===== config.mk =====
export PLATFORM = sky130hd
export DESIGN_NAME = lidar_ascii_scan_telegram_parser_core_flat
export DESIGN_NICKNAME = d
export VERILOG_FILES = /design/src/rtl/core/lstp_pkg.sv /design/src/rtl/core/lstp_stream_if.sv /design/src/rtl/core/lstp_parser.sv /design/src/rtl/core/lstp_res_fifo.sv /design/src/rtl/core/lidar_ascii_scan_telegram_parser_core.sv /design/src/flat_wrapper.sv
export SDC_FILE = /design/constraint.sdc
export NUM_CORES = 1
export LEC_CHECK = 0
export BUFFER_PORTS_ARGS = -buffer_cell sky130_fd_sc_hd__buf_2
export CAP_MARGIN = 20
export CORE_ASPECT_RATIO = 0.7
export CORE_MARGIN = 2
export CORE_UTILIZATION = 58
export CTS_BUF_LIST = sky130_fd_sc_hd__clkbuf_4
export CTS_CLUSTER_SIZE = 40
export DETAILED_ROUTE_END_ITERATION = 6
export PLACE_DENSITY = 0.78
export REMOVE_ABC_BUFFERS = 1
export SLEW_MARGIN = 10
export SYNTH_ARGS = -nofsm -noshare
export SYNTH_HDL_FRONTEND = slang
export SYNTH_SLANG_ARGS = --single-unit

===== constraint.sdc =====
create_clock -name clk_i -period 3.6 [get_ports clk_i]
set_input_delay 0.18 -clock clk_i [delete_from_list [all_inputs] [get_ports clk_i]]
set_output_delay 0.18 -clock clk_i [all_outputs]
set_load 0.005 [all_outputs]

===== src/rtl/core/lstp_pkg.sv =====
// ----------------------------------------------------------------------------
// lstp_pkg
// Types, codes and character tables shared by the scan telegram parser.
// ----------------------------------------------------------------------------
package lstp_pkg;

  localparam int unsigned ValueWidthDef = 16;

  localparam int unsigned ResFifoDepth = 8;
  localparam int unsigned ResPtrW      = $clog2(ResFifoDepth);
  localparam int unsigned ResCntW      = $clog2(ResFifoDepth + 1);

  localparam logic [15:0] MaxRangeReset = 16'd10000;

  localparam logic [7:0] ByteStx = 8'h02;
  localparam logic [7:0] ByteEtx = 8'h03;
  localparam logic [7:0] ByteSep = 8'h20;

  // token numbers with a fixed meaning
  localparam logic [4:0] TokCommand = 5'd1;
  localparam logic [4:0] TokName    = 5'd2;
  localparam logic [4:0] TokChannel = 5'd21;
  localparam logic [4:0] TokCount   = 5'd26;
  localparam logic [4:0] TokMax     = 5'd31;

  localparam logic [3:0] CommandMinLen = 4'd3;
  localparam logic [3:0] NameLen       = 4'd11;
  localparam logic [3:0] ChannelLen    = 4'd5;
  localparam logic [3:0] CharPosMax    = 4'd15;

  typedef enum logic [2:0] {
    ST_OK         = 3'd0,
    ST_BAD_TYPE   = 3'd1,
    ST_BAD_NAME   = 3'd2,
    ST_NOT_DIST   = 3'd3,
    ST_SHORT_SCAN = 3'd4
  } status_e;

  typedef enum logic {
    KIND_POINT  = 1'b0,
    KIND_STATUS = 1'b1
  } kind_e;

  typedef struct packed {
    logic [7:0] data_byte;
  } in_t;

  typedef struct packed {
    logic [15:0] max_range_mm;
  } cfg_t;

  typedef struct packed {
    kind_e       kind;
    logic [15:0] point_index;
    logic [15:0] distance_mm;
    logic        in_range;
    status_e     status;
    logic [15:0] point_total;
    logic        last;
  } res_t;

  // up to two results per parsed byte
  typedef struct packed {
    logic [1:0] num;
    res_t       res0;
    res_t       res1;
  } push_t;

  // bit 4 set when the byte is a hex digit, low nibble its value
  function automatic logic [4:0] hex_digit(input logic [7:0] c);
    logic [4:0] r;
    r = 5'd0;
    if (c >= "0" && c <= "9") r = {1'b1, 4'(c - "0")};
    else if (c >= "a" && c <= "f") r = {1'b1, 4'(c - "a" + 8'd10)};
    else if (c >= "A" && c <= "F") r = {1'b1, 4'(c - "A" + 8'd10)};
    return r;
  endfunction

  function automatic logic [7:0] name_char(input logic [3:0] pos);
    logic [7:0] r;
    case (pos)
      4'd0:    r = "L";
      4'd1:    r = "M";
      4'd2:    r = "D";
      4'd3:    r = "s";
      4'd4:    r = "c";
      4'd5:    r = "a";
      4'd6:    r = "n";
      4'd7:    r = "d";
      4'd8:    r = "a";
      4'd9:    r = "t";
      4'd10:   r = "a";
      default: r = 8'h00;
    endcase
    return r;
  endfunction

  function automatic logic [7:0] channel_char(input logic [3:0] pos);
    logic [7:0] r;
    case (pos)
      4'd0:    r = "D";
      4'd1:    r = "I";
      4'd2:    r = "S";
      4'd3:    r = "T";
      4'd4:    r = "1";
      default: r = 8'h00;
    endcase
    return r;
  endfunction

endpackage


===== src/rtl/core/lstp_stream_if.sv =====
// ----------------------------------------------------------------------------
// lstp_stream_if
// Valid/ready channel carrying one request payload of type T.
// ----------------------------------------------------------------------------
interface lstp_stream_if #(
  parameter type T = logic [7:0]
);
  logic valid;
  logic ready;
  T     data;

  modport source (output valid, output data, input ready);
  modport sink (input valid, input data, output ready);
endinterface


===== src/rtl/core/lstp_parser.sv =====
// ----------------------------------------------------------------------------
// lstp_parser
// Input byte register and the single-pass token parser producing results.
// ----------------------------------------------------------------------------
module lstp_parser #(
  parameter int unsigned VALUE_WIDTH = lstp_pkg::ValueWidthDef
) (
  input  logic            clk_i,
  input  logic            rst_ni,
  input  logic            byte_valid_i,
  input  logic [7:0]      byte_i,
  input  logic [15:0]     max_range_i,
  output logic            busy_o,
  output lstp_pkg::push_t push_o
);
  import lstp_pkg::*;

  localparam int unsigned AccW = VALUE_WIDTH + 1;
  localparam int unsigned SumW = VALUE_WIDTH + 5;
  localparam int unsigned CmpW = (VALUE_WIDTH > 16) ? VALUE_WIDTH : 16;
  localparam logic [VALUE_WIDTH-1:0] Cap = '1;

  logic                   stage_q;
  logic [7:0]             byte_q;

  logic                   in_frame_q, in_frame_d;
  logic [4:0]             token_number_q, token_number_d;
  logic [3:0]             char_position_q, char_position_d;
  logic                   token_matches_q, token_matches_d;
  logic                   token_open_q, token_open_d;
  logic                   hex_stopped_q, hex_stopped_d;
  logic                   second_is_r_q, second_is_r_d;
  logic [AccW-1:0]        acc_q, acc_d;
  logic [VALUE_WIDTH-1:0] declared_q, declared_d;
  logic [VALUE_WIDTH-1:0] points_done_q, points_done_d;
  status_e                fault_q, fault_d;

  logic [VALUE_WIDTH-1:0] tok_val;
  logic                   tok_in_range;
  logic [4:0]             hx;
  logic [SumW-1:0]        sum;
  res_t                   point_res, status_res;
  push_t                  push;

  always_ff @(posedge clk_i or negedge rst_ni) begin
    if (!rst_ni) begin
      stage_q <= 1'b0;
    end else begin
      stage_q <= byte_valid_i;
    end
  end

  always_ff @(posedge clk_i) begin
    if (byte_valid_i) begin
      byte_q <= byte_i;
    end
  end

  // accumulator holds cap+1 once it saturated
  assign tok_val      = acc_q[AccW-1] ? Cap : acc_q[VALUE_WIDTH-1:0];
  assign tok_in_range = CmpW'(tok_val) <= CmpW'(max_range_i);
  assign hx           = hex_digit(byte_q);

  always_comb begin
    in_frame_d      = in_frame_q;
    token_number_d  = token_number_q;
    char_position_d = char_position_q;
    token_matches_d = token_matches_q;
    token_open_d    = token_open_q;
    hex_stopped_d   = hex_stopped_q;
    second_is_r_d   = second_is_r_q;
    acc_d           = acc_q;
    declared_d      = declared_q;
    points_done_d   = points_done_q;
    fault_d         = fault_q;
    push            = '0;
    sum             = '0;

    point_res             = '0;
    point_res.kind        = KIND_POINT;
    point_res.point_index = 16'(points_done_q);
    point_res.distance_mm = 16'(tok_val);
    point_res.in_range    = tok_in_range;
    point_res.status      = ST_OK;
    status_res            = '0;

    if (stage_q) begin
      if (byte_q == ByteStx) begin
        in_frame_d      = 1'b1;
        token_number_d  = '0;
        char_position_d = '0;
        token_matches_d = 1'b1;
        token_open_d    = 1'b0;
        hex_stopped_d   = 1'b0;
        second_is_r_d   = 1'b0;
        acc_d           = '0;
        declared_d      = '0;
        points_done_d   = '0;
        fault_d         = ST_OK;
      end else if (in_frame_q) begin
        if (byte_q == ByteEtx || byte_q == ByteSep) begin
          if (token_open_q) begin
            token_open_d = 1'b0;
            if (declared_q != '0) begin
              push.res0     = point_res;
              push.num      = 2'd1;
              points_done_d = points_done_q + 1'b1;
            end else begin
              case (token_number_q)
                TokCommand: begin
                  if (!token_matches_q || char_position_q < CommandMinLen) fault_d = ST_BAD_TYPE;
                end
                TokName: begin
                  if (!token_matches_q || char_position_q != NameLen) fault_d = ST_BAD_NAME;
                end
                TokChannel: begin
                  if (!token_matches_q || char_position_q != ChannelLen) fault_d = ST_NOT_DIST;
                end
                TokCount: begin
                  declared_d = tok_val;
                end
                default: begin
                end
              endcase
            end
          end
          if (byte_q == ByteEtx) begin
            in_frame_d             = 1'b0;
            status_res.kind        = KIND_STATUS;
            status_res.point_total = 16'(declared_d);
            if (fault_d != ST_OK) status_res.status = fault_d;
            else if (points_done_d < declared_d) status_res.status = ST_SHORT_SCAN;
            else status_res.status = ST_OK;
            if (push.num == 2'd1) begin
              push.res1 = status_res;
              push.num  = 2'd2;
            end else begin
              push.res0 = status_res;
              push.num  = 2'd1;
            end
          end
          if (push.num == 2'd2) push.res1.last = 1'b1;
          else if (push.num == 2'd1) push.res0.last = 1'b1;
        end else begin
          // token character; first open a token if none is open
          if (!token_open_q) begin
            if (fault_q == ST_OK && !(declared_q != '0 && points_done_q >= declared_q)) begin
              token_open_d    = 1'b1;
              char_position_d = '0;
              token_matches_d = 1'b1;
              hex_stopped_d   = 1'b0;
              acc_d           = '0;
              if (declared_q == '0 && token_number_q != TokMax) begin
                token_number_d = token_number_q + 1'b1;
              end
            end
          end
          if (token_open_d) begin
            case (token_number_d)
              TokCommand: begin
                case (char_position_d)
                  4'd0: begin
                    if (byte_q != "s") token_matches_d = 1'b0;
                  end
                  4'd1: begin
                    if (byte_q == "R") second_is_r_d = 1'b1;
                    else if (byte_q == "S") second_is_r_d = 1'b0;
                    else token_matches_d = 1'b0;
                  end
                  4'd2: begin
                    if (byte_q != (second_is_r_q ? 8'("A") : 8'("N"))) token_matches_d = 1'b0;
                  end
                  default: begin
                  end
                endcase
              end
              TokName: begin
                if (char_position_d >= NameLen || byte_q != name_char(char_position_d)) begin
                  token_matches_d = 1'b0;
                end
              end
              TokChannel: begin
                if (char_position_d >= ChannelLen || byte_q != channel_char(char_position_d)) begin
                  token_matches_d = 1'b0;
                end
              end
              default: begin
              end
            endcase

            if (!hex_stopped_d) begin
              if (!hx[4]) begin
                hex_stopped_d = 1'b1;
              end else begin
                sum = {acc_d, 4'b0000} + SumW'(hx[3:0]);
                if (sum > SumW'(Cap)) acc_d = {1'b1, {VALUE_WIDTH{1'b0}}};
                else acc_d = AccW'(sum);
              end
            end
            if (char_position_d != CharPosMax) char_position_d = char_position_d + 1'b1;
          end
        end
      end
    end
  end

  always_ff @(posedge clk_i or negedge rst_ni) begin
    if (!rst_ni) begin
      in_frame_q      <= 1'b0;
      token_number_q  <= '0;
      char_position_q <= '0;
      token_matches_q <= 1'b1;
      token_open_q    <= 1'b0;
      hex_stopped_q   <= 1'b0;
      second_is_r_q   <= 1'b0;
      acc_q           <= '0;
      declared_q      <= '0;
      points_done_q   <= '0;
      fault_q         <= ST_OK;
    end else begin
      in_frame_q      <= in_frame_d;
      token_number_q  <= token_number_d;
      char_position_q <= char_position_d;
      token_matches_q <= token_matches_d;
      token_open_q    <= token_open_d;
      hex_stopped_q   <= hex_stopped_d;
      second_is_r_q   <= second_is_r_d;
      acc_q           <= acc_d;
      declared_q      <= declared_d;
      points_done_q   <= points_done_d;
      fault_q         <= fault_d;
    end
  end

  assign busy_o = stage_q;
  assign push_o = push;

`ifndef SYNTHESIS
  a_two_results: assert property (@(posedge clk_i) disable iff (!rst_ni)
    push_o.num == 2'd2 |-> (push_o.res0.kind == KIND_POINT &&
                            push_o.res1.kind == KIND_STATUS && push_o.res1.last))
    else $error("two results must be a point followed by the closing status");

  a_point_index: assert property (@(posedge clk_i) disable iff (!rst_ni)
    (push_o.num != 2'd0 && push_o.res0.kind == KIND_POINT) |-> points_done_q < declared_q)
    else $error("point given out beyond the declared count");

  a_fault_no_count: assert property (@(posedge clk_i) disable iff (!rst_ni)
    fault_q != ST_OK |-> declared_q == '0)
    else $error("fault recorded after the point count was taken");
`endif

endmodule


===== src/rtl/core/lstp_res_fifo.sv =====
// ----------------------------------------------------------------------------
// lstp_res_fifo
// Result queue: takes up to two results per cycle, hands out one per cycle when popped.
// ----------------------------------------------------------------------------
module lstp_res_fifo (
  input  logic                          clk_i,
  input  logic                          rst_ni,
  input  lstp_pkg::push_t               push_i,
  input  logic                          pop_i,
  output lstp_pkg::res_t                head_o,
  output logic                          head_valid_o,
  output logic [lstp_pkg::ResCntW-1:0]  count_o
);
  import lstp_pkg::*;

  res_t                 mem_q [ResFifoDepth];
  logic [ResPtrW-1:0]   wr_ptr_q, rd_ptr_q;
  logic [ResCntW-1:0]   count_q;
  logic [ResPtrW-1:0]   wr_ptr_nx;

  assign wr_ptr_nx = wr_ptr_q + 1'b1;

  always_ff @(posedge clk_i) begin
    if (push_i.num != 2'd0) begin
      mem_q[wr_ptr_q] <= push_i.res0;
    end
    if (push_i.num == 2'd2) begin
      mem_q[wr_ptr_nx] <= push_i.res1;
    end
  end

  always_ff @(posedge clk_i or negedge rst_ni) begin
    if (!rst_ni) begin
      wr_ptr_q <= '0;
      rd_ptr_q <= '0;
      count_q  <= '0;
    end else begin
      wr_ptr_q <= wr_ptr_q + ResPtrW'(push_i.num);
      if (pop_i) rd_ptr_q <= rd_ptr_q + 1'b1;
      count_q  <= count_q + ResCntW'(push_i.num) - ResCntW'(pop_i);
    end
  end

  assign head_o       = mem_q[rd_ptr_q];
  assign head_valid_o = count_q != '0;
  assign count_o      = count_q;

`ifndef SYNTHESIS
  a_count_bound: assert property (@(posedge clk_i) disable iff (!rst_ni)
    count_q <= ResCntW'(ResFifoDepth))
    else $error("result queue count out of range");

  a_no_overflow: assert property (@(posedge clk_i) disable iff (!rst_ni)
    (32'(count_q) + 32'(push_i.num)) <= (32'(ResFifoDepth) + 32'(pop_i)))
    else $error("result queue overflow");

  a_fill: assert property (@(posedge clk_i) disable iff (!rst_ni)
    (count_q == '0 && push_i.num != 2'd0) |=> count_q != '0)
    else $error("pushed result lost");
`endif

endmodule


===== src/rtl/core/lidar_ascii_scan_telegram_parser_core.sv =====
// ----------------------------------------------------------------------------
// lidar_ascii_scan_telegram_parser_core
// ASCII scan telegram parser: one byte per request in, points and status out.
// ----------------------------------------------------------------------------
// Path: a byte passes the input register, then is parsed into the result
//   queue, which hands the results out.
// Throughput: one byte per cycle while the result queue has room; a byte that
//   closes a data token at ETX gives two results, drained one per ready cycle.
// Reset: clears frame state and queue, max range returns to 10000 mm.
module lidar_ascii_scan_telegram_parser_core #(
  parameter int unsigned VALUE_WIDTH = lstp_pkg::ValueWidthDef
) (
  input  logic                 clk_i,
  input  logic                 rst_ni,
  lstp_stream_if.sink          in_i,
  lstp_stream_if.sink          cfg_i,
  lstp_stream_if.source        out_o
);
  import lstp_pkg::*;

  logic [15:0]          max_range_q;
  logic                 busy;
  push_t                push;
  res_t                 head;
  logic                 head_valid;
  logic                 pop;
  logic [ResCntW-1:0]   fifo_count;
  logic                 in_fire;

  assign cfg_i.ready = 1'b1;

  always_ff @(posedge clk_i or negedge rst_ni) begin
    if (!rst_ni) begin
      max_range_q <= MaxRangeReset;
    end else if (cfg_i.valid) begin
      max_range_q <= cfg_i.data.max_range_mm;
    end
  end

  // room for two results from the byte in flight and two from the new one
  assign in_i.ready = busy ? (fifo_count <= ResCntW'(ResFifoDepth - 4))
                           : (fifo_count <= ResCntW'(ResFifoDepth - 2));
  assign in_fire    = in_i.valid && in_i.ready;

  lstp_parser #(
    .VALUE_WIDTH (VALUE_WIDTH)
  ) u_parser (
    .clk_i        (clk_i),
    .rst_ni       (rst_ni),
    .byte_valid_i (in_fire),
    .byte_i       (in_i.data.data_byte),
    .max_range_i  (max_range_q),
    .busy_o       (busy),
    .push_o       (push)
  );

  lstp_res_fifo u_res_fifo (
    .clk_i        (clk_i),
    .rst_ni       (rst_ni),
    .push_i       (push),
    .pop_i        (pop),
    .head_o       (head),
    .head_valid_o (head_valid),
    .count_o      (fifo_count)
  );

  assign pop         = head_valid && out_o.ready;
  assign out_o.valid = head_valid;
  assign out_o.data  = head;

endmodule


===== src/flat_wrapper.sv =====
// flat-port wrapper written by rule: the top's interface ports become plain ports
module lidar_ascii_scan_telegram_parser_core_flat import lstp_pkg::*;
#(
  parameter int unsigned VALUE_WIDTH = lstp_pkg::ValueWidthDef
)
  (clk_i, rst_ni, in_i_valid, in_i_data, in_i_ready, cfg_i_valid, cfg_i_data, cfg_i_ready, out_o_valid, out_o_data, out_o_ready);
  lstp_stream_if #(.T(in_t)) in_i_i ();
  lstp_stream_if #(.T(cfg_t)) cfg_i_i ();
  lstp_stream_if #(.T(res_t)) out_o_i ();
  input  logic clk_i;
  input  logic rst_ni;
  input wire logic [$bits(in_i_i.valid)-1:0] in_i_valid;
  input wire logic [$bits(in_i_i.data)-1:0] in_i_data;
  output wire logic [$bits(in_i_i.ready)-1:0] in_i_ready;
  input wire logic [$bits(cfg_i_i.valid)-1:0] cfg_i_valid;
  input wire logic [$bits(cfg_i_i.data)-1:0] cfg_i_data;
  output wire logic [$bits(cfg_i_i.ready)-1:0] cfg_i_ready;
  output wire logic [$bits(out_o_i.valid)-1:0] out_o_valid;
  output wire logic [$bits(out_o_i.data)-1:0] out_o_data;
  input wire logic [$bits(out_o_i.ready)-1:0] out_o_ready;
  assign in_i_i.valid = in_i_valid;
  assign in_i_i.data = in_i_data;
  assign in_i_ready = in_i_i.ready;
  assign cfg_i_i.valid = cfg_i_valid;
  assign cfg_i_i.data = cfg_i_data;
  assign cfg_i_ready = cfg_i_i.ready;
  assign out_o_valid = out_o_i.valid;
  assign out_o_data = out_o_i.data;
  assign out_o_i.ready = out_o_ready;
  lidar_ascii_scan_telegram_parser_core #(.VALUE_WIDTH(VALUE_WIDTH)) u_core (.clk_i(clk_i), .rst_ni(rst_ni), .in_i(in_i_i), .cfg_i(cfg_i_i), .out_o(out_o_i));
endmodule

Yosys cells after proc, flatten, opt, wreduce, memory -nomap -nowiden
Memory sizes are Yosys's and may differ from the RTL's.
Index checks and enable logic that the tools add are counted.
Widths: inputs -> output; s select.

word-level totals
  output and inout bits = 57
  RAM bits = 432
  latch bits = 0
  ROM bits = 112
  bits of input ports = 29
  word-level logic and storage cells = 269
  memories = 2
  flip-flop bits (word level) = 101

operators by class
  $lt $le $gt $ge = 15
  add/subtract/negate cells = 14
  equal/unequal tests = 29
  multiplexer cells = 159
  $mul = 0
  shifts and indexed selects = 0
  bitwise logic cells = 0
  divide/modulo/power cells = 0
  reduce and logical (&&, ||, !) cells = 33

memories
  name                     depth  bits a word  rd ports  clocked after Yosys merged registers in  wr ports  line                 source
  u_core.u_res_fifo.mem_q  8      54           1         0                                        2         lstp_res_fifo.sv:16  res_t mem_q [ResFifoDepth];
  (name not given)         16     7            1         0                                        0         lstp_pkg.sv:81       case (pos)

operators with widths
  operator               count
  $mux 110               9
  $mux 16                20
  $mux 56                4
  $mux 17                13
  $mux 55                2
  $mux 54                2
  $mux 8                 12
  $mux 5                 13
  $mux 1                 53
  $mux 4                 12
  $mux 3                 14
  $pmux 7 s5             1
  $add 21x4->21          1
  $gt 21x16->1 const B   1
  $add 16x1->16 const B  1
  $eq 8x2->1 const B     2
  $eq 8x7->1 const B     2
  $ge 16x16->1           1
  $ge 8x7->1 const B     2
  $le 16x16->1           1
  $le 8x7->1 const B     2
  $logic_not 16->1       1
  $lt 16x16->1           1
  $ne 8x8->1             2
  other kinds (44)       78

Longest topological paths before layout
Gate-level depths: netlist of run 1.

  depth after elaboration = 28
  mapped depth = 21
  depth with buffers taken out = 20

Hierarchy
A second synthesis of run 1 with hierarchy kept.

unflattened totals
  cell total of the unflattened synthesis = 2067
  area, all modules = 29619.7 um^2

modules (own cells, without submodules)
  module                                 times used  area an instance (um^2)  cells an instance  seq. area each (um^2)
  lstp_res_fifo                          1           22115.0                  1170               13222.7
  lstp_parser                            1           6805.3                   856                1918.1
  lidar_ascii_scan_telegram_parser_core  1           699.4                    41                 406.6

Worst setup path after synthesis of run 1
OpenSTA, ideal clock, no wires.

  path kind = register to register
  from = register u_core.u_parser.declared_q[9]
  to = memory u_core.u_res_fifo.mem_q[7][0] (netlist bit), enable pin
  buffers on the path = 3
  stages on the path, launching flop included = 14
  slack = 45 ps
  library setup time = 376 ps
  arrival time = 3179 ps
  cells stage by stage = dfrtp_1 > nor4_1 > and4_4 > inv_2 > nand2_1 > clkbuf_1 > ha_1 > o21a_1 > nor2b_2 > nand3_2 > and2_1 > clkbuf_1 > buf_2 > inv_1

RTL lines
  what                    line                 source
  start, declared         lstp_parser.sv:34    logic [VALUE_WIDTH-1:0] declared_q, declared_d;
  start signal, assigned  lstp_parser.sv:229   declared_q <= declared_d;
  end, declared           lstp_res_fifo.sv:16

==> key figures, run 1 <==
Run status
  – Status: finished with violations
  – Violated checks: design-rule violations, negative setup slack

Global route
  – Number of global-route vias before repair: 20800
  – Initial antenna violation count: 3
  – Largest net degree at the start of global routing: 74
  – First-pass GRT wire length: 116000 microns
  – Grt ovf: 0
  – Gr usage total: 33.5%

Setup path
  – Crit path max fanout: 8
  – Worst r2r path cells: 19
  – CP Data Arrival Time: 4.36 ns
  – Worst r2r src: u_core.u_parser.declared_q[12]$_DFFE_PN0P_
  – Req. time, crit path: 4.30 ns
  – Critical path class: flip-flop to flip-flop
  – Startpoint types: flip-flop
  – Most frequent CP cell: buf_4
  – CP Cell Sequence: nor4_2 -> buf_4 -> and4_4 -> inv_2 -> nand2_1 -> inv_2 -> buf_4 -> nand4_1 -> nor2_1 -> xnor2_1 -> ha_1 -> and4_1 -> a21oi_1 -> nand2_1 -> a221o_1 -> nor3_2 -> a22oi_2 -> buf_4 -> nor2_1
  – Slowest-stage cell, CP: dfrtp_1
  – Peak per-stage delay on the critical path: 0.39 ns
  – Worst setup EP type: flip-flop
  – Reg-to-reg setup timing slack: -0.06 ns
  – Reg-to-reg critical path endpoint: u_core.u_res_fifo.mem_q[7][19]$_DFFE_PP_

Place
  – Post-DP Area: 0.0269 sq mm
  – GP Congestion: 0.969
  – Setup WS pre-CTS: -0.130 ns
  – HPWL Detailed: 47400 microns
  – Port Buffers: 84

Yosys
  – Register area share after synthesis: 51.5%
  – Library cells used by synthesis: 90
  – FF+latch count, synth: 533
  – Post-Syn Area: 0.0250 sq mm
  – Synth Flop Type: dfxtp_1
  – Asr flop ratio synth: 17.4%
  – Syn. warnings: 0
  – Synthesized instance count: 2398
  – Mean Syn Cell Area: 10.4 sq um
  – Post-synth EDFFs: 176

Timing
  – Slew headroom: 33.7%
  – Setup TNS: -0.311 ns
  – Final min period: 3.66 ns
  – Tcrit/Tclk final: 102%
  – Setup repair after global routing missed its margin: yes
  – Final setup viols: 8
  – F_max: 273 MHz
  – Hold Violations, Final: 0
  – Final setup margin: -0.0578 ns
  – Fin Clk Skew: 0.0630 ns
  – Worst Tran Pin Value: 0.994 ns
  – Max-slew violation count: 0

Route
  – Routed wire per std cell: 22.6 microns
  – DRC: 4
  – Via-per-instance ratio: 6.31
  – Vias post-DR: 20900
  – Final WL: 74800 microns
  – DRT iter0 DRCs: 2537
  – Router iterations before antenna repair: 7
  – Antenna-violating nets left: 0

Finish
  – Filler cell count: 3090
  – Area delta synth->final: 16.8%
  – Post-layout nets: 2762
  – Reg area: 0.0129 sq mm
  – Area of the multi-input gates: 0.0112 sq mm
  – Most frequent cells in the layout: 413 x nand2_1, 280 x o21ai_0, 264 x dfxtp_1
  – Share of cells above drive strength 1: 24.5%
  – Final instance area: 0.0293 sq mm
  – Commonest non-fill, non-tap cell in the layout: nand2_1

Floorplan
  – Number of top-level pins: 86
  – FP Rows: 63
  – Initial cell density of the core: 59.0%
  – Chip Width: 252 microns
  – Die Ht: 178 microns
  – Core area: 0.0425 sq mm
  – Die ar.: 0.0449 sq mm

Hold path
  – Hold Path Class: input pin to async pin

Power
  – VDD IR max: 0.486 mV
  – Pleak: 10.8 nW
  – Pwr dens: 494 mW/mm^2

Clock network
  – Clock transition at path regs: 0.08 ns
  – CTS tree: yes
  – Cts bufs inserted: 119
  – Clk root buf: clkbuf_4
  – Clk_lat worst skew: 0.89 ns
  – Sink Count: 533
  – H-tree level count: 3
  – Clk buf depth: 3

Run
  – Max cap viols: 0
## Yosys cell counts (57+ instances only)
library cell  count  area share, %
nor2_1          178            2.7
o21ai_0         282            5.6
o21ai_1          79            1.6
dfrtp_1          87            8.7
dfxtp_1         264             21
mux2_2           57            2.6
clkbuf_1         85            1.3
mux4_2          108            9.7
ha_1             73            3.6
nand2_1         414            6.2
a21oi_1          59            1.2
o22ai_1          64            1.6
inv_1            70            1.0
edfxtp_1        176             21
## cells by family (layout without fill, tap and decap cells)
family                     Yosys count  after routing  share of synthesized area, %
and+or+nand+nor                    755            755                          13.2
DFF                                533            533                          51.5
AOI/OAI and AO/OA                  599            599                          13.9
muxes                              168            168                          12.4
other                                1              4                        0.0150
buffers and inverters              236            597                          4.05
xor gates and xnor gates            31             31                          1.08
adders and majority gates           75             75                          3.81
## state kept, by name (all words and copies together), names as in the netlist
register	cells
u_core.u_parser.points_done_q	16
u_core.u_res_fifo.rd_ptr_q	3
u_core.max_range_q	16
u_core.u_parser.second_is_r_q	1
u_core.u_parser.token_matches_q	1
u_core.u_res_fifo.count_o	4
u_core.u_parser.token_open_q	1
u_core.u_parser.byte_q	8
u_core.u_parser.hex_stopped_q	1
u_core.u_parser.in_frame_q	1
u_core.u_parser.declared_q	16
u_core.u_parser.char_position_q	4
u_core.u_parser.fault_q	3
u_core.u_parser.busy_o	1
u_core.u_res_fifo.mem_q	432
u_core.u_parser.token_number_q	5
u_core.u_res_fifo.wr_ptr_q	3
u_core.u_parser.acc_q	17
## per-layer routing
layer	global-route usage, %	share of wire, %
met1	45.8	40
met2	52.3	45
met3	8.45	12
met4	11.8	3.0
met5	0	0
## worst max path at each step
stage	from	end	slack, ns	cells past startpoint
finish	u_core.u_parser.declared_q[12]$_DFFE_PN0P_	u_core.u_res_fifo.mem_q[7][19]$_DFFE_PP_	-0.06	19
global route	u_core.u_parser.declared_q[12]$_DFFE_PN0P_	u_core.u_res_fifo.mem_q[2][19]$_DFFE_PP_	-0.23	21
CTS	u_core.u_parser.declared_q[14]$_DFFE_PN0P_	u_core.u_res_fifo.mem_q[4][19]$_DFFE_PP_	0.004	19
detailed placement	u_core.u_parser.declared_q[12]$_DFFE_PN0P_	u_core.u_res_fifo.mem_q[1][19]$_DFFE_PP_	-0.13	19
global placement	u_core.u_parser.declared_q[12]$_DFFE_PN0P_	u_core.u_res_fifo.mem_q[7][19]$_DFFE_PP_	0.04	19
floorplan	u_core.u_res_fifo.rd_ptr_q[0]$_DFFE_PN0P_	out_o_data[0]	-1.75	2
## stage by stage
step                      util, %  power [mW]  std cells  hold WS, ns
final                        68.9        14.5       3314       0.0119
after floorplan                 -        8.58       2234       -0.116
after global placement       63.2        9.43       3019        0.359
after detailed placement     63.2        9.48       3019        0.358
after global routing         68.9        15.1       3312       0.0534
after CTS                    68.7        14.5       3308      0.00422
## critical path: cells and delay by family, from the launching register on
kind,cells,cell delay [ns]
adder cells (fa/ha/maj),1,0.29
flip-flops,1,0.39
AO/OA/AOI/OAI,3,0.57
XOR/XNOR,1,0.25
buffers and inverters,5,0.56
AND/OR/NAND/NOR,9,1.42
## power by group
group / switching (mW) / internal, mW / leakage [nW] / total [mW]
clock network: 2.47 / 2.54 / 0.973 / 5.01
registers: 0.422 / 6.32 / 4.69 / 6.74
logic: 1.36 / 1.35 / 5.15 / 2.71
## layout make-up
class,instances,share of cell area [%]
timing repair buffer,303,8.57
antenna,3,0.0256
sequential,533,44.1
inverter,72,0.923
tap,552,2.36
clock buffer,190,4.87
multi-input combinational,1629,38.4
clock inverter,32,0.701
## what timing repair did
action                                  in CTS  in global routing
endpoints found under the setup margin       8                 14
gates resized for setup                      5                 13
buffers inserted                             1                  3
gates cloned                                 0                  0
hold endpoints to repair                   110                  0
pin swaps                                    6                  8
hold buffers                                66                  0
No activity file was read; power rests on OpenSTA's default activity.
==> run 2: changes to the inputs <==
--- a/config.mk
+++ b/config.mk
@@ -8,14 +8,14 @@
 export BUFFER_PORTS_ARGS = -buffer_cell sky130_fd_sc_hd__buf_2
 export CAP_MARGIN = 20
 export CORE_ASPECT_RATIO = 0.7
-export CORE_MARGIN = 2
-export CORE_UTILIZATION = 58
+export CORE_UTILIZATION = 59
 export CTS_BUF_LIST = sky130_fd_sc_hd__clkbuf_4
 export CTS_CLUSTER_SIZE = 40
 export DETAILED_ROUTE_END_ITERATION = 6
-export PLACE_DENSITY = 0.78
+export PLACE_DENSITY = 0.79
 export REMOVE_ABC_BUFFERS = 1
 export SLEW_MARGIN = 10
 export SYNTH_ARGS = -nofsm -noshare
 export SYNTH_HDL_FRONTEND = slang
+export SYNTH_HIERARCHICAL = 1
 export SYNTH_SLANG_ARGS = --single-unit
==> run 2 against run 1 <==
Effect of this change:
- the flow finishes with violations (negative setup slack)
- combinational power increased by 79%
- hold slack improved by 0.26 ns
- sequential share of layout area increased by 1.3 points
- count of clock-buffer cells in the layout increased by 2
- register-to-register slack got worse by 0.20 ns
- highest routed layer unchanged
- clock skew decreased by 0.0083 ns
- via count decreased by 5.0%
==> key figures, run 2 <==
Yosys
  – Synth Flop Type: edfxtp_1
  – Synthesized instance count: 2067 (-14%)
  – Post-synth top area share: 44.6% (+24 points)
  – Commonest cells in the netlist: 480 x mux2_2, 440 x edfxtp_1, 108 x mux4_2
  – Largest family of logic cells by synthesized area: multiplexers
  – Synth area leaders: edfxtp_1 45%, mux2_2 18%, mux4_2 8.2%
  – Asr flop ratio synth: 17.4% (unchanged)
  – Library cells used by synthesis: 95 (+5.6%)
  – Syn. warnings: 6 (+6)
  – Register area share after synthesis: 52.5% (+0.97 points)
  – Post-Synth Adder-Cell Area: 3.17% (-0.64 points)
  – Mux share of post-synthesis cell area: 27.8% (+15 points)
  – Area leader, netlist: edfxtp_1
  – Xor/xnor cell area share of the yosys netlist: 0.879% (-0.21 points)
  – Post-Syn Area: 0.0296 sq mm (+18%)
  – Post-synth EDFFs: 440 (+150%)
  – FF+latch count, synth: 533 (unchanged)
  – Synth Area in Simple Gates: 6.22% (-7.0 points)
  – Synth Area in Compound Gates: 5.47% (-8.4 points)
  – Mean Syn Cell Area: 14.3 sq um (+37%)
  – Most common cell in the netlist: mux2_2

Global route
  – Gr usage total: 32.4% (-1.1 points)
  – Largest net degree at the start of global routing: 50 (-32%)
  – Grt ovf: 0 (unchanged)
  – Number of global-route vias before repair: 20800 (+0.014%)
  – First-pass GRT wire length: 124000 microns (+6.9%)
  – Initial antenna violation count: 3 (unchanged)

Run status
  – Violated checks: negative setup slack
  – Status: finished with violations

Route
  – DRT iter0 DRCs: 2226 (-12%)
  – Final WL: 81000 microns (+8.4%)
  – Routed wire per std cell: 25.8 microns (+14%)
  – Antenna-violating nets left: 0 (unchanged)
  – Vias post-DR: 19900 (-5.0%)
  – DRC: 0 (-4)
  – Router iterations before antenna repair: 5 (-2)
  – Via-per-instance ratio: 6.33 (+0.26%)

Hold path
  – Hold Path Class: input pin to flip-flop
  – Worst hold stages: 4

Setup path
  – Worst r2r path cells: 16 (-3)
  – Crit path max fanout: 8 (unchanged)
  – Startpoint types: flip-flop
  – CP Data Arrival Time: 4.58 ns (+0.22 ns)
  – Critical path class: flip-flop to flip-flop
  – Worst setup EP type: flip-flop
  – Req. time, crit path: 4.32 ns (+0.02 ns)

Timing
  – Setup repair after global routing missed its margin: yes
  – Tcrit/Tclk final: 107% (+5.6 points)
  – Hold Violations, Final: 0 (unchanged)
  – Max-slew violation count: 0 (unchanged)
  – F_max: 259 MHz (-5.2%)
  – Final setup margin: -0.258 ns (-0.200 ns)
  – Final min period: 3.86 ns (+0.200 ns)
  – Final setup viols: 8 (unchanged)
  – Setup TNS: -2.02 ns (-1.71 ns)
  – Slew headroom: 39.1% (+5.4 points)
  – Worst Tran Pin Value: 0.914 ns (-0.0805 ns)
  – Fin Clk Skew: 0.0546 ns (-0.00834 ns)

Clock network
  – Cts bufs inserted: 134 (+13%)
  – Clk_lat worst skew: 0.88 ns (about the same)
  – Clock transition at path regs: 0.07 ns (about the same)
  – CTS tree: yes
  – Sink Count: 533 (unchanged)
  – H-tree level count: 4 (+1)
  – Clk buf depth: 3 (unchanged)
  – Clk root buf: clkbuf_4

Floorplan
  – Initial cell density of the core: 59.9% (+0.96 points)
  – Die Ht: 189 microns (+6.5%)
  – Chip Width: 270 microns (+6.9%)
  – FP Rows: 68 (+7.9%)
  – Number of top-level pins: 86 (unchanged)
  – Core area: 0.0494 sq mm (+16%)
  – Die ar.: 0.0511 sq mm (+14%)

Finish
  – Non-Filler Instances: 3141 (-5.2%)
  – Largest Register: u_core/u_res_fifo/mem_q
  – Area delta synth->final: 15.6%
  – Filler cell count: 3344 (+8.2%)
  – Share of cells above drive strength 1: 46.6% (+22 points)
  – Util after Layout: 69.2% (+0.35 points)
  – Commonest non-fill, non-tap cell in the layout: mux2_2
  – Reg area: 0.0156 sq mm (+20%)
  – Post-layout nets: 2490 (-9.8%)
  – Most frequent cells in the layout: 478 x mux2_2, 440 x edfxtp_1, 192 x clkbuf_4
  – Area of the multi-input gates: 0.0133 sq mm (+18%)
  – Max reg flops: 432 (unchanged)
  – Regs by FF count: u_core/u_res_fifo/mem_q x432, u_core/u_parser/acc_q x17

Power
  – VDD IR max: 0.370 mV (-24%)
  – Pwr dens: 503 mW/mm^2 (+1.8%)
  – Sequential power share: 41.1% (-5.5 points)
  – Net Switching: 5.22 mW (+23%)
  – Part of the power in combinational logic: 28.1% (+9.4 points)
  – Pleak: 14.1 nW (+30%)
  – Final Power: 17.2 mW (+19%)
  – Clock power frac: 30.8% (-3.9 points)
  – Switching fraction of total power: 30.3% (+0.96 points)
  – Internal power: 12.0 mW (+17%)

Place
  – HPWL Detailed: 50300 microns (+6.2%)
  – GP Congestion: 0.993 (+2.5%)
  – Cells after DPL: 2859 (-5.3%)
  – Port Buffers: 84 (unchanged)

Run
  – Max cap viols: 0 (unchanged)
[run 2: cell types whose count changed in the layout (fill, tap and decap cells not counted), sizes merged, moves of 12 or more]
cell / before / now
nand2: 414 / 93
buf: 237 / 254
nor2: 182 / 83
edfxtp: 176 / 440
o22ai: 64 / 5
conb: 1 / 34
and3: 9 / 46
o21ai: 361 / 62
mux2: 57 / 504
dfxtp: 264 / 0
a21oi: 63 / 51
dlygate4sd3: 66 / 53
[run 2: repair_timing]
| action | in CTS | in global routing |
|---|---|---|
| gates resized for setup | 20 | 15 |
| hold buffers | 53 | 0 |
| endpoints found under the setup margin | 8 | 186 |
| pin swaps | 12 | 3 |
| setup buffers | 2 | 2 |
| cloned | 0 | 0 |
| endpoints found under the hold margin | 125 | 0 |
[run 2: metrics by stage]
stage	setup slack (ns)	hold slack, ns	cell area (sq um)
6_report	-0.258	0.269	34200
5_1_grt	-0.406	0.210	34200
4_1_cts	-0.239	0.205	34100
3_5_place_dp	-0.517	0.112	31800
3_3_place_gp	-0.413	0.108	31800
2_1_floorplan	-3.37	-0.116	28800
[run 2: final cells by class]
class	count	share of cell area, %
Tap cell	665	2.43
Sequential cell	533	45.5
Clock buffer	192	4.21
Timing Repair Buffer	307	7.55
Clock inverter	28	0.771
Antenna cell	4	0.0292
Multi-Input combinational cell	1348	38.9
Inverter	64	0.709
[run 2: kinds of logic after synthesis]
kind of cell | Yosys count
compound gates | 240
xor+xnor | 28
fa+ha+maj | 74
buf+inv | 218
flops | 533
mux | 617
other cells | 2
simple gates | 355
[run 2: worst paths after layout]
kind / start / to / slack [ns]
max: u_core/u_parser/declared_q[0]$_DFFE_PN0P_ / u_core/u_res_fifo/mem_q[0][19]$_DFFE_PP_ / -0.26
min: out_o_ready / u_core/u_res_fifo/rd_ptr_q[0]$_DFFE_PN0P_ / 0.27
max reg2reg: u_core/u_parser/declared_q[0]$_DFFE_PN0P_ / u_core/u_res_fifo/mem_q[0][19]$_DFFE_PP_ / -0.26
min reg2reg: u_core/u_parser/acc_q[13]$_DFFE_PN0P_ / u_core/u_parser/acc_q[13]$_DFFE_PN0P_ / 0.52
max in group asynchronous: rst_ni / u_core/u_parser/acc_q[3]$_DFFE_PN0P_ / 2.18
min in group asynchronous: rst_ni / u_core/u_parser/token_matches_q$_DFFE_PN1P_ / 0.42
[run 2: metal layers]
metal  GRT usage [%]  up-vias  wire (microns)
met1            44.0    10000           33400
met2            50.1     1022           37300
met4            9.53        0            1700
li1                -     8693               -
met3            10.3      131            8640
met5               0        -               0
[run 2: critical path, stage by stage (launching register included)]
cell and delay [ns]:
dfrtp_1 0.41, nor4_4 0.37, buf_4 0.17, a41o_1 0.21
or2_2 0.15, nor2_1 0.05, xor2_1 0.17, ha_1 0.32
a21o_1 0.17, a21o_1 0.17, a21oi_1 0.22, nor3_1 0.07
a2111oi_1 0.34, o2111a_1 0.26, a22o_1 0.22, and2b_2 0.26
mux2_2 0.17
[run 2: power by group through the flow]
stage | Combinational, mW | Clock, mW | Sequential (mW)
after floorplan | 2.82 | 0 | 7.54
after global placement | 4.66 | 0 | 7.19
after detailed placement | 4.72 | 0 | 7.19
after CTS | 4.80 | 5.41 | 7.06
after global routing | 5.21 | 5.73 | 7.09
final | 4.85 | 5.30 | 7.07
